`src/design/rsz_pkg.sv`:
```
package rsz_pkg;

  localparam int DEF_MAX_WIDTH  = 256;
  localparam int DEF_MAX_HEIGHT = 256;

  localparam int PIX_W     = 16;
  localparam int CFG_W     = 9;
  localparam int CFG_IDX_W = 2;
  localparam int COORD_W   = 8;
  localparam int FRAC_W    = 8;
  localparam int POS_FRAC  = 16;
  localparam int CH_W      = 6;
  localparam int HSUM_W    = CH_W + FRAC_W;
  localparam int VSUM_W    = HSUM_W + FRAC_W;
  localparam int NUM_CH    = 3;

  localparam logic [FRAC_W:0] FRAC_ONE = 9'd256;

  localparam logic FUNC_LOAD = 1'b0;
  localparam logic FUNC_REQ  = 1'b1;

  localparam logic [CFG_IDX_W-1:0] REG_IN_WIDTH   = 2'd0;
  localparam logic [CFG_IDX_W-1:0] REG_IN_HEIGHT  = 2'd1;
  localparam logic [CFG_IDX_W-1:0] REG_OUT_WIDTH  = 2'd2;
  localparam logic [CFG_IDX_W-1:0] REG_OUT_HEIGHT = 2'd3;

  localparam int CH_RED   = 0;
  localparam int CH_GREEN = 1;
  localparam int CH_BLUE  = 2;

  typedef struct packed {
    logic valid;
    logic func;
    logic err;
  } rsz_ctl_t;

  typedef struct packed {
    rsz_ctl_t          ctl;
    logic [FRAC_W-1:0] fx;
    logic [FRAC_W-1:0] fy;
    logic              cx;
    logic              cy;
    logic              px;
    logic              py;
  } rsz_side_t;

  function automatic logic [CH_W-1:0] chan(input logic [PIX_W-1:0] p, input int k);
    logic [CH_W-1:0] c;
    unique case (k)
      CH_RED:   c = {1'b0, p[15:11]};
      CH_GREEN: c = p[10:5];
      default:  c = {1'b0, p[4:0]};
    endcase
    return c;
  endfunction

endpackage

```
`src/design/rsz_blend.sv`:
```
module rsz_blend (
  input  logic                             clk,
  input  logic                             rst_n,
  input  rsz_pkg::rsz_side_t               side,
  input  logic [3:0][rsz_pkg::PIX_W-1:0]   bank_data,
  output logic                             out_valid,
  output logic [rsz_pkg::PIX_W-1:0]        out_pixel_out,
  output logic                             out_coord_error
);
  import rsz_pkg::*;

  logic [PIX_W-1:0] p00, p10, p01, p11;
  logic [FRAC_W:0]  ifx, ify4;
  logic [1:0][NUM_CH-1:0][HSUM_W-1:0] h_nxt;
  logic [1:0][NUM_CH-1:0][HSUM_W-1:0] h4_r;
  logic [FRAC_W-1:0] fy4_r;
  rsz_ctl_t          ctl4_r;
  logic [NUM_CH-1:0][VSUM_W-1:0] v;
  logic              out_valid_r, out_err_r;
  logic [PIX_W-1:0]  out_pix_r;

  always_comb begin
    p00 = bank_data[{side.py, side.px}];
    p10 = side.cx ? p00 : bank_data[{side.py, ~side.px}];
    p01 = side.cy ? p00 : bank_data[{~side.py, side.px}];
    p11 = side.cy ? p10 :
          (side.cx ? bank_data[{~side.py, side.px}] : bank_data[{~side.py, ~side.px}]);
    ifx = FRAC_ONE - {1'b0, side.fx};
    for (int k = 0; k < NUM_CH; k++) begin
      h_nxt[0][k] = HSUM_W'(chan(p00, k)) * HSUM_W'(ifx) +
                    HSUM_W'(chan(p10, k)) * HSUM_W'(side.fx);
      h_nxt[1][k] = HSUM_W'(chan(p01, k)) * HSUM_W'(ifx) +
                    HSUM_W'(chan(p11, k)) * HSUM_W'(side.fx);
    end
  end

  always_ff @(posedge clk) begin
    if (!rst_n) ctl4_r <= '0;
    else        ctl4_r <= side.ctl;
  end

  always_ff @(posedge clk) begin
    h4_r  <= h_nxt;
    fy4_r <= side.fy;
  end

  always_comb begin
    ify4 = FRAC_ONE - {1'b0, fy4_r};
    for (int k = 0; k < NUM_CH; k++) begin
      v[k] = VSUM_W'(h4_r[0][k]) * VSUM_W'(ify4) + VSUM_W'(h4_r[1][k]) * VSUM_W'(fy4_r);
    end
  end

  always_ff @(posedge clk) begin
    if (!rst_n) out_valid_r <= 1'b0;
    else        out_valid_r <= ctl4_r.valid && ctl4_r.func == FUNC_REQ;
  end

  always_ff @(posedge clk) begin
    out_err_r <= ctl4_r.err;
    out_pix_r <= ctl4_r.err ? '0 :
                 {v[CH_RED][20:16], v[CH_GREEN][21:16], v[CH_BLUE][20:16]};
  end

  assign out_valid       = out_valid_r;
  assign out_pixel_out   = out_pix_r;
  assign out_coord_error = out_err_r;

endmodule

```
`config.mk`:
```
export PLATFORM = sky130hd
export DESIGN_NAME = rsz_blend
export DESIGN_NICKNAME = d
export VERILOG_FILES = /design/src/design/rsz_pkg.sv /design/src/design/rsz_blend.sv
export SDC_FILE = /design/constraint.sdc
export NUM_CORES = 2
export LEC_CHECK = 0
export BUFFER_PORTS_ARGS = -buffer_cell sky130_fd_sc_hd__buf_2
export CAP_MARGIN = 20
export CORE_MARGIN = 2
export CORE_UTILIZATION = 50
export DETAILED_ROUTE_END_ITERATION = 8
export PLACE_DENSITY_LB_ADDON = 0.08
export REMOVE_ABC_BUFFERS = 1
export SETUP_SLACK_MARGIN = 0.02
export SLEW_MARGIN = 20
export SYNTH_ARGS = -nofsm -noshare
export SYNTH_HDL_FRONTEND = slang
export SYNTH_SLANG_ARGS = --single-unit
```
`constraint.sdc`:
```
create_clock -name clk -period 10.47 [get_ports clk]
set_input_delay 3.141 -clock clk [delete_from_list [all_inputs] [get_ports clk]]
set_output_delay 3.141 -clock clk [all_outputs]
set_load 0.01 [all_outputs]
```
==> results.yml <==
timing:
  rsz0062_at_grt: "false"
  slew_headroom_pct: 37.9
  period_minus_slack_ns: 8.97
  worst_pin_slew_ns: 0.931
  slew_viol_final: 0
  fin_skew_ns: 0.0100
  setup_violations: 0
  period_share_pct: 85.7
  final_hold_viol_count: 0
  timing.fmax_mhz: 111
  setup_tns_ns: 0
floorplanning:
  die_x_um: 298
  num_rows: 107
  dieArea_um2: 88500
  coreArea_um2: 85300
  io_pins: 107
  initial_core_util_pct: 50.5
  die_h_um: 298
critical_path:
  setup.worst_path.class: "input pin to flip-flop"
  critPathArrivalTime_ns: 9.30
  crit_fanout: 28
  startpoint_type: "input pin"
  crit_path_end_kind: "flip-flop"
  crit_required_ns: 10.80
clock_tree:
  post_cts_buffers: 0
  clk_latency_ns: 0.46
  cts_tree: "done"
  ctsResizeCount: 0
  h-tree-depth: 4
  cts_hold_buf: 0
  cts_buffer_depth: 2
  path_clk_slew_ns: 0.06
  numCtsBuffers: 17
  cts-root-buf: "clkbuf_16"
  cts.sinks: 113
drt:
  route.detailed.drc: 0
  viasPerCell: 5.06
  dr_total_vias: 30400
  drt-pass1-iter-count: 5
  wl_per_cell_um: 17.5
  drtIter0Drc: 1376
  ant_nets: 0
  drt-total-wl_um: 105000
global_routing:
  grt_pass1_vias: 32400
  grt_pass1_wl_um: 174000
  grt.total_usage_pct: 25.1
  grt_max_degree: 65
  grt_antenna_before_repair: 1
  overflow: 0
cells_and_area:
  final_common_cell: "inv_1"
  layout_common_cells: "inv_1, fa_1, nand2_1"
  seq_area_um2: 2270
  filler_cell_count: 8235
  drive_gt1_share_pct: 5.72
  final_nets: 6307
  area_delta_synth_final_pct: 5.68
  multiInputGateArea_um2: 35600
yosys:
  muxShareOfSynthArea_pct: 2.56
  async_reset_ff_share_pct: 0
  synth_compound_area_share_pct: 3.77
  synth-seq-cells: 113
  synth_top_family_by_area: "adder cells"
  synth_seq_area_share_pct: 5.25
  yosys.area_share.adder_pct: 56.1
  syn-cell-area_um2: 43100
  synth_simple_gate_area_share_pct: 17.0
  ys.flop_type: "dfxtp_1"
  synth_cell_types: 62
  synthCells: 4854
  yosysWarnings: 0
  synth_xor_area_share_pct: 2.77
  post_synth.cell_area_avg_um2: 8.88
  synth-edff-count: 0
run_status:
  status: "finished clean"
placement:
  port_buffers: 106
  globalplace.congestion: 0.847
  dpl.hpwl_um: 85300
worst_hold_path:
  hold_class: "flip-flop to flip-flop"
job:
  cap_viol_max_count: 0
-- routing by layer --
metal  part of all wire, %  GRT usage (%)  vias up
met5                     0              0        -
met3                   4.5           2.55       73
met1                    46           35.5    15500
li1                      -              -    14200
met2                    48           41.8      605
met4                   1.6           5.44        0
-- Yosys cell counts, types with 5 or more instances --
| master | n | area [um^2] |
|---|---|---|
| inv_1 | 1241 | 4660 |
| fa_1 | 940 | 18800 |
| nand2_1 | 713 | 2680 |
| and2_1 | 587 | 3670 |
| ha_1 | 427 | 5340 |
| clkbuf_1 | 132 | 495 |
| dfxtp_1 | 113 | 2260 |
| xnor2_1 | 97 | 850 |
| nor2_1 | 79 | 297 |
| a21oi_1 | 71 | 355 |
| o21ai_1 | 56 | 280 |
| xor2_1 | 36 | 315 |
| buf_1 | 33 | 124 |
| mux4_2 | 30 | 676 |
| nor3_1 | 27 | 135 |
| a21o_1 | 24 | 180 |
| mux2i_1 | 22 | 220 |
| nand3_1 | 20 | 100 |
| o21a_1 | 19 | 143 |
| o21ai_0 | 15 | 75.1 |
| and3_1 | 14 | 87.6 |
| o21ai_2 | 12 | 105 |
| nand4_1 | 11 | 68.8 |
| mux2_2 | 10 | 113 |
| nand2b_1 | 10 | 62.6 |
| or3_1 | 9 | 56.3 |
| buf_2 | 8 | 40.0 |
| buf_4 | 8 | 60.1 |
| nor2b_1 | 8 | 50.1 |
| a211oi_1 | 6 | 45.0 |
| mux2_1 | 6 | 67.6 |
| nor4_1 | 6 | 37.5 |
| o211ai_1 | 6 | 45.0 |
| nor3b_1 | 5 | 37.5 |
| o21bai_1 | 5 | 37.5 |
| o41ai_1 | 5 | 43.8 |
-- path summary, 6_finish.rpt --
| check | to | cells past startpoint | slack (ns) | from |
|---|---|---|---|---|
| worst min register to register | out_valid | 1 | 0.47 | ctl4_r[2] |
| worst max register to register | out_pixel_out[4] | 24 | 2.84 | fy4_r[1] |
| worst max-delay path | h4_r[41] | 19 | 1.50 | side[1] |
| worst min-delay path | out_valid | 1 | 0.47 | ctl4_r[2] |
-- stage by stage --
stage | instance area, um^2 | hold slack [ns] | setup slack (ns) | utilization, % | std cells
finish | 45500 | 0.474 | 1.50 | 53.4 | 6010
global route | 45500 | 0.506 | 1.12 | 53.4 | 6008
CTS | 45500 | 0.477 | 1.49 | 53.4 | 6008
detailed placement | 44900 | 0.450 | 0.996 | 52.6 | 5976
global placement | 44900 | 0.445 | 1.13 | 52.6 | 5976
floorplan | 42300 | 0.429 | 1.36 | - | 4671
-- critical path, stage by stage --
cell       delay, ns
buf_2           0.17
xnor2_4         0.39
buf_4           0.42
mux4_2          0.67
and2_1          0.22
fa_1            0.48
fa_1            0.55
inv_1           0.05
fa_1            0.46
fa_1            0.49
inv_1           0.05
fa_1            0.43
ha_1            0.33
or2_1           0.24
a21oi_1         0.19
nor3_1          0.09
a2111oi_1       0.56
a21oi_1         0.19
xnor2_1         0.17
-- cell type report --
class	instances	share of cell area (%)
multi-input combinational	3315	78.1
inverter	1243	10.2
sequential	113	4.99
tap	1144	3.14
timing repair buffer	161	2.11
clock buffer	20	1.00
clock inverter	12	0.399
antenna	2	0.0110
-- sequential cells by signal, summed over array words and instances, names as in the netlist --
signal and cells:
ctl4_r 3, out_pixel_out 16, h4_r 84, out_coord_error 1, out_valid 1, fy4_r 8
-- cell families after synthesis --
logic type               count (synthesis)
multiplexers                            70
flip-flops                             113
AND/OR/NAND/NOR                       1495
AO/OA/AOI/OAI                          249
adder cells (fa/ha/maj)               1367
XOR/XNOR                               134
buffers and inverters                 1426
Power is not shown: default switching activity piles up to over one toggle a cycle in this logic, so the estimate is an artifact.
