[src/design/rsz_div.sv]
module rsz_div #(
  parameter int N_W = 24,
  parameter int D_W = 9
) (
  input  logic           clk,
  input  logic           rst_n,
  input  logic           go,
  input  logic [N_W-1:0] dividend,
  input  logic [D_W-1:0] divisor,
  output logic           busy,
  output logic [N_W-1:0] quotient
);

  localparam int CNT_W = $clog2(N_W + 1);

  logic             run_r;
  logic [CNT_W-1:0] cnt_r;
  logic [D_W-1:0]   rem_r;
  logic [N_W-1:0]   dvd_r;
  logic [D_W-1:0]   dvs_r;
  logic [D_W:0]     trial;
  logic [D_W:0]     diff;
  logic             fits;

  assign trial = {rem_r, dvd_r[N_W-1]};
  assign fits  = trial >= {1'b0, dvs_r};
  assign diff  = trial - {1'b0, dvs_r};

  always_ff @(posedge clk) begin
    if (!rst_n) begin
      run_r <= 1'b0;
      cnt_r <= '0;
    end else if (go) begin
      run_r <= 1'b1;
      cnt_r <= CNT_W'(N_W);
    end else if (run_r) begin
      cnt_r <= cnt_r - 1'b1;
      if (cnt_r == CNT_W'(1)) run_r <= 1'b0;
    end
  end

  always_ff @(posedge clk) begin
    if (go) begin
      rem_r <= '0;
      dvd_r <= dividend;
      dvs_r <= divisor;
    end else if (run_r) begin
      rem_r <= fits ? diff[D_W-1:0] : trial[D_W-1:0];
      dvd_r <= {dvd_r[N_W-2:0], fits};
    end
  end

  assign busy     = run_r;
  assign quotient = dvd_r;

endmodule

[config.mk]
export PLATFORM = sky130hd
export DESIGN_NAME = rsz_div
export DESIGN_NICKNAME = d
export VERILOG_FILES = /design/src/design/rsz_div.sv
export SDC_FILE = /design/constraint.sdc
export NUM_CORES = 1
export LEC_CHECK = 0
export ABC_AREA = 1
export BUFFER_PORTS_ARGS = -buffer_cell sky130_fd_sc_hd__buf_2
export CAP_MARGIN = 30
export CORE_ASPECT_RATIO = 0.8
export CORE_MARGIN = 4
export CORE_UTILIZATION = 34
export CTS_CLUSTER_DIAMETER = 120
export DETAILED_ROUTE_END_ITERATION = 10
export PLACE_DENSITY_LB_ADDON = 0.05
export SYNTH_ARGS = -nofsm -noshare
export SYNTH_HDL_FRONTEND = slang
export SYNTH_SLANG_ARGS = --single-unit
[constraint.sdc]
create_clock -name clk -period 2 [get_ports clk]
set_input_delay 0.5 -clock clk [delete_from_list [all_inputs] [get_ports clk]]
set_output_delay 0.5 -clock clk [all_outputs]
set_load 0.01 [all_outputs]
==> results.md, run 1 <==
- WP buf/inv: 3
- Worst Path Max Fanout: 6
- Layout Cells excl Fill: 465
- WP data arrival: 2.05 ns
- Global-route wire length before repair: 9.43 mm
- Post-synthesis sequential area ratio: 0.513
- Die H: 85.0 um
- Die Span X: 104 um
- CP top delay family: simple AND/OR/NAND/NOR gates
- Count of different cell masters after synthesis: 29
- Syn. warnings: 0
- Final setup vio count: 0
- # fillers: 715
- Least-Margin Pin Slew: 0.482 ns
- Clk root buf: clkbuf_8
- Number of hold-slack violations in the final timing report: 0
- Placed Cells: 454
- Initial core utilization: 0.358
- Number of synthesized register bits: 48
- Final WL: 5.79 mm
- DP Wirelength: 4.30 mm
- Setup crit end kind: flip-flop
- Port Buffer Count: 60
- Worst EP required: 2.19 ns
- TritonCTS Sinks: 48
- Slowest cell on crit path: edfxtp_1
- Hold Slack: 0.376 ns
- Mean number of vias per cell: 4.45
- Met3 usage: 0.0312
- Initial antenna violation count: 0
- Drt wl/cell: 12.5 um
- Synth Cell Area: 0.00252 mm^2
- Die ar.: between 0.008 and 0.009 mm^2
- DRT Pass-1 Iters: 4
- HP Class: in2reg
- Cell leakage power: 1.61 nW
- Skew final: a little under 0.008 ns
- Tcrit/Tclk final: 0.933
- Layout Nets: 425
- Vias post-DR: 2068
- F_max: between 0.5 and 0.6 GHz
- Status: finished, final reports clean
- RSZ-0062 raised after global routing: no
- Number of global-route vias before repair: 1907
- Routed Antenna Nets: 0
- Total GRT Usage: 0.131
- Grt met2 use: 0.196
- Worst slew margin: 0.678
- Met1 Use GR: 0.191
- Clock latency reported for the late side of the worst-skew pair: 0.29 ns
- Core Rows: 27
- Mapped Cells: 308
- Layout cells sized above 1: 0.228
- Remaining routing DRC violations: 0
- Setup crit start kind: flip-flop
- Pins Over Slew Limit: 0
- CP Cell Sequence: inv_1 -> ha_1 -> inv_1 -> fa_2 -> nand2_1 -> nand3_2 -> nand2_4 -> buf_4 -> nand3_1 -> nand3_1 -> nand2_1
- VDD IR max: 294 uV
- N_diodes: 0
- Syn Nets: approximately 360
- Cell Pwr Density: 749 mW/mm^2
- Crit Path Class: reg2reg
- Longest Clk Path Bufs: 2
- CP max stage delay: 0.39 ns
- Layout overhead on the synthesized area: 22.2%
- Largest net degree at the start of global routing: 29
- CTS tree: yes
- GR Overflow Total: 0
- Area of the core: 0.00703 mm^2
- Max Cap Viol: 0
- H-tree depth: 2
- Syn Area/Cell: just over 8 um^2
- Setup TNS: 0 ns
- DR iter-0 viols: 103
- I/O Pins: between 60 and 70
- Number of CTS-inserted buffers: 5
- Clock-pin slew on the worst setup and hold paths: 0.09 ns
- GPL Wtd Cong: 0.803
- Period minus WS final: approximately 1.9 ns
- Global routing's busiest layer: met2
## metrics by stage
stage          utilization  power, mW  cell area, um^2  worst slack [ns]
6_report             0.438       2.30             3080             0.135
5_1_grt              0.438       2.44             3080            0.0182
3_3_place_gp         0.416       1.64             2930            0.0479
3_5_place_dp         0.416       1.64             2930           -0.0131
4_1_cts              0.432       2.33             3040            0.0157
2_1_floorplan            -       1.48             2520             0.160
## per-layer routing
| layer | up-vias | part of all wire |
|---|---|---|
| met1 | 917 | 0.51 |
| met4 | 0 | 0.0045 |
| met5 | - | 0 |
| met3 | 2 | 0.043 |
| met2 | 40 | 0.44 |
| li1 | 1109 | - |
## cell usage after synthesis
cell      count  area share
a211oi_1      1      0.0030
a21oi_1       3      0.0060
a31oi_1       3      0.0075
buf_1         1      0.0015
buf_4         1      0.0030
buf_6         2      0.0089
clkbuf_1      3      0.0045
dfxtp_1      15        0.12
edfxtp_1     33        0.39
fa_1          1      0.0080
ha_1         11       0.055
inv_1        41       0.061
inv_2         1      0.0015
nand2_1     128        0.19
nand2_2       2      0.0050
nand3_1      22       0.044
nand3_2       2      0.0080
nand3b_1      2      0.0060
nand4_1       3      0.0075
nor2_1       18       0.027
nor2_2        3      0.0075
nor3_1        1      0.0020
o21ai_0       3      0.0060
o21ai_1       1      0.0020
o21bai_1      1      0.0030
o31ai_1       1      0.0030
or2_2         1      0.0025
xnor2_1       3       0.010
xor2_1        1      0.0035
## cells by family after synthesis
| logic type | count (synthesis) | share of synthesized area |
|---|---|---|
| compound gates | 13 | 0.0303 |
| buf+inv | 49 | 0.0805 |
| simple gates | 182 | 0.300 |
| fa+ha+maj | 12 | 0.0626 |
| xor+xnor | 4 | 0.0139 |
| flops | 48 | 0.513 |
## placed cells by master, fill, tap and decap left out, drive strengths merged, types with 2 or more instances in the layout
| master | n |
|---|---|
| clkbuf | 5 |
| a21oi | 3 |
| nand3 | 24 |
| nor2 | 21 |
| a31oi | 3 |
| buf | 68 |
| edfxtp | 33 |
| nand4 | 3 |
| nand3b | 2 |
| o21ai | 4 |
| inv | 42 |
| ha | 11 |
| nand2 | 131 |
| clkinv | 2 |
| dfxtp | 15 |
| xnor2 | 3 |
## report_power, final
group / leakage (nW) / internal [mW] / switching [mW] / total, mW
Clock: 0.0532 / 0.365 / 0.316 / 0.680
Combinational: 1.10 / 0.169 / 0.252 / 0.421
Sequential: 0.457 / 1.16 / 0.0439 / 1.20
## registers in the layout, indices dropped and copies added (netlist names)
signal	count
busy	1
dvs_r	9
quotient	24
rem_r	9
cnt_r	5
## repair_timing
action                                  4_1_cts  5_1_grt
resized for setup                             1        4
buffers inserted                              0        2
cloned                                        0        1
endpoints found under the setup margin        8        9
hold buffers                                  0        0
## final cells by class
type	instances	area, um^2	area share
clock buffer	5	68.8	0.0224
tap	87	109	0.0354
inverter	42	158	0.0512
timing repair buffer	68	360	0.117
clock inverter	3	37.5	0.0122
multi-input combinational	212	1050	0.342
sequential	48	1290	0.420
## path summary, 6_finish.rpt
| check | slack (ns) | cells after the start | startpoint | endpoint |
|---|---|---|---|---|
| worst max-delay path | 0.13 | 11 | quotient[23]$_DFFE_PP_ | rem_r[5]$_SDFFE_PP0P_ |
| worst min-delay path | 0.38 | 1 | divisor[6] | dvs_r[6]$_DFFE_PP_ |
| worst max register to register | 0.13 | 11 | quotient[23]$_DFFE_PP_ | rem_r[5]$_SDFFE_PP0P_ |
| worst min register to register | 0.48 | 2 | rem_r[7]$_SDFFE_PP0P_ | rem_r[7]$_SDFFE_PP0P_ |
No activity file was read; power rests on OpenSTA's default activity.
==> inputs of run 2 (changes only) <==
==> constraint.sdc (replaced) <==
create_clock -name clk -period 2.2 [get_ports clk]
set_input_delay 0.55 -clock clk [delete_from_list [all_inputs] [get_ports clk]]
set_output_delay 0.55 -clock clk [all_outputs]
set_load 0.01 [all_outputs]
==> results.md, run 2 (same netlist as run 1, synthesis figures left out) <==
- Cell Int Power: 1.53 mW (-9.3%)
- GPL Wtd Cong: 0.768 (-4.4%)
- Sw Pwr: 549 uW (-10%)
- Initial antenna violation count: 0 (unchanged)
- Slowest cell on crit path: fa_1
- Period minus WS final: 1.97 ns (+0.106 ns)
- Setup crit end kind: flip-flop
- Cell leakage power: 1.59 nW (-1.1%)
- Tcrit/Tclk final: 0.896 (-0.0367)
- N_diodes: 0 (unchanged)
- Clock latency reported for the late side of the worst-skew pair: 0.29 ns (about the same)
- Layout cells sized above 1: 0.212 (-0.0157)
- CP Cell Sequence: inv_1 -> ha_1 -> inv_1 -> fa_1 -> nand2_1 -> nand3_2 -> nand2_4 -> nand2_2 -> nand2_1 -> nand3_1 -> nand2_1
- CTS tree: yes
- Core Rows: 27 (unchanged)
- DP Wirelength: 4.31 mm (+0.40%)
- Worst Path Max Fanout: 12 (+6)
- Die Span X: 104 um (unchanged)
- Longest Clk Path Bufs: 2 (unchanged)
- H-tree depth: 2 (unchanged)
- Layout Nets: 420 (-1.2%)
- Sequential Power Share: 0.524 (+0.002)
- Total GRT Usage: 0.131 (+0.000163)
- CP top delay family: simple AND/OR/NAND/NOR gates
- Pins Over Slew Limit: 0 (unchanged)
- Combinational Power Share: 0.180 (-0.003)
- Clk root buf: clkbuf_8
- Switch share: 0.264 (-0.00186)
- HP Class: in2reg
- Commonest cells after routing, fill and taps aside: 128 x nand2_1, 60 x buf_2, 41 x inv_1
- Dpl ws: 0.197 ns (+0.210 ns)
- Placed Cells: 452 (-0.44%)
- Max FFs per register: 24 (unchanged)
- Drt wl/cell: 12.4 um (-0.43%)
- Commonest non-fill, non-tap cell in the layout: nand2_1
- Number of CTS-inserted buffers: 5 (unchanged)
- Layout Cells excl Fill: 460 (-1.1%)
- Setup ws final: 0.229 ns (+0.0943 ns)
- Number of global-route vias before repair: 1965 (+3.0%)
- CP max stage delay: 0.44 ns (+0.05 ns)
- Setup crit start kind: flip-flop
- Final Core Density: 0.432 (-0.00588)
- Worst slew margin: 0.641 (-0.0369)
- Cell mode on critical path: nand2_1
- Global-route wire length before repair: 9.46 mm (+0.29%)
- F_max: 0.507 GHz (-5.4%)
- Final WL: 5.70 mm (-1.5%)
- Cell Pwr Density: 686 mW/mm^2 (-8.3%)
- Initial core utilization: 0.358 (unchanged)
- Final setup vio count: 0 (unchanged)
- Remaining routing DRC violations: 0 (unchanged)
- GR Overflow Total: 0 (unchanged)
- Clock network power share: 0.295 (about the same)
- Port Buffer Count: 60 (unchanged)
- Max Cap Viol: 0 (unchanged)
- Vias post-DR: 2041 (-1.3%)
- Largest net degree at the start of global routing: 29 (unchanged)
- Skew final: 0.00827 ns (+0.000339 ns)
- Layout overhead on the synthesized area: 20.6%
- TritonCTS Sinks: 48 (unchanged)
- VDD IR max: 278 uV (-5.6%)
- Die ar.: 0.00885 mm^2 (unchanged)
- WP data arrival: 2.21 ns (+0.16 ns)
- Power Total: 2.08 mW (-9.6%)
- DR iter-0 viols: 96 (-6.8%)
- Die H: 85.0 um (unchanged)
- I/O Pins: 61 (unchanged)
- Area of the core: 0.00703 mm^2 (unchanged)
- WP buf/inv: 2 (-1)
- # fillers: 730 (+2.1%)
- Routed Antenna Nets: 0 (unchanged)
- Least-Margin Pin Slew: 0.536 ns (+0.0541 ns)
- Mean number of vias per cell: 4.44 (-0.23%)
- Worst EP required: 2.43 ns (+0.24 ns)
- CTS Hold Bufs: 0 (unchanged)
- Number of hold-slack violations in the final timing report: 0 (unchanged)
- Status: finished, final reports clean
- DRT Pass-1 Iters: 4 (unchanged)
- Clock-pin slew on the worst setup and hold paths: 0.09 ns (about the same)
- Crit Path Class: reg2reg
- RSZ-0062 raised after global routing: no
- Setup TNS: 0 ns (unchanged)
-- run 2: per-stage QoR --
step	hold slack (ns)	cell area (um^2)
floorplan	0.443	2520
global placement	0.470	2920
detailed placement	0.468	2920
CTS	0.419	3030
global route	0.409	3040
finish	0.429	3040
-- run 2: what timing repair did --
item                                    in CTS  in global routing
endpoints found under the setup margin       0                  6
setup buffers                                0                  0
resized for setup                            0                  1
-- run 2: cell type report --
type	count	area, um^2	area share
Sequential cell	48	1290	0.425
Timing Repair Buffer	64	343	0.113
Tap cell	87	109	0.0359
Clock buffer	5	68.8	0.0227
Multi-Input combinational cell	211	1030	0.339
Inverter	42	158	0.0519
Clock inverter	3	37.5	0.0124
-- run 2: power by group through the flow --
stage	clock network, mW	logic, mW	registers, mW
after global routing	0.683	0.430	1.10
final	0.615	0.376	1.09
after detailed placement	0	0.378	1.11
after floorplan	0	0.211	1.13
after CTS	0.645	0.379	1.09
after global placement	0	0.382	1.11
-- run 2: metal layers --
layer | global-route usage | vias to the layer above | wire length, um
met1 | 0.201 | 897 | 3140
li1 | - | 1104 | -
met4 | 0.0254 | 0 | 27
met2 | 0.187 | 38 | 2330
met5 | 0 | - | 0
met3 | 0.0304 | 2 | 205
-- run 2: path summary, 6_finish.rpt --
path	slack [ns]	endpoint	cells after the start	from
max reg2reg	0.23	rem_r[5]$_SDFFE_PP0P_	11	quotient[23]$_DFFE_PP_
min	0.43	dvs_r[1]$_DFFE_PP_	1	divisor[1]
max	0.23	rem_r[5]$_SDFFE_PP0P_	11	quotient[23]$_DFFE_PP_
min reg2reg	0.48	rem_r[8]$_SDFFE_PP0P_	2	rem_r[8]$_SDFFE_PP0P_
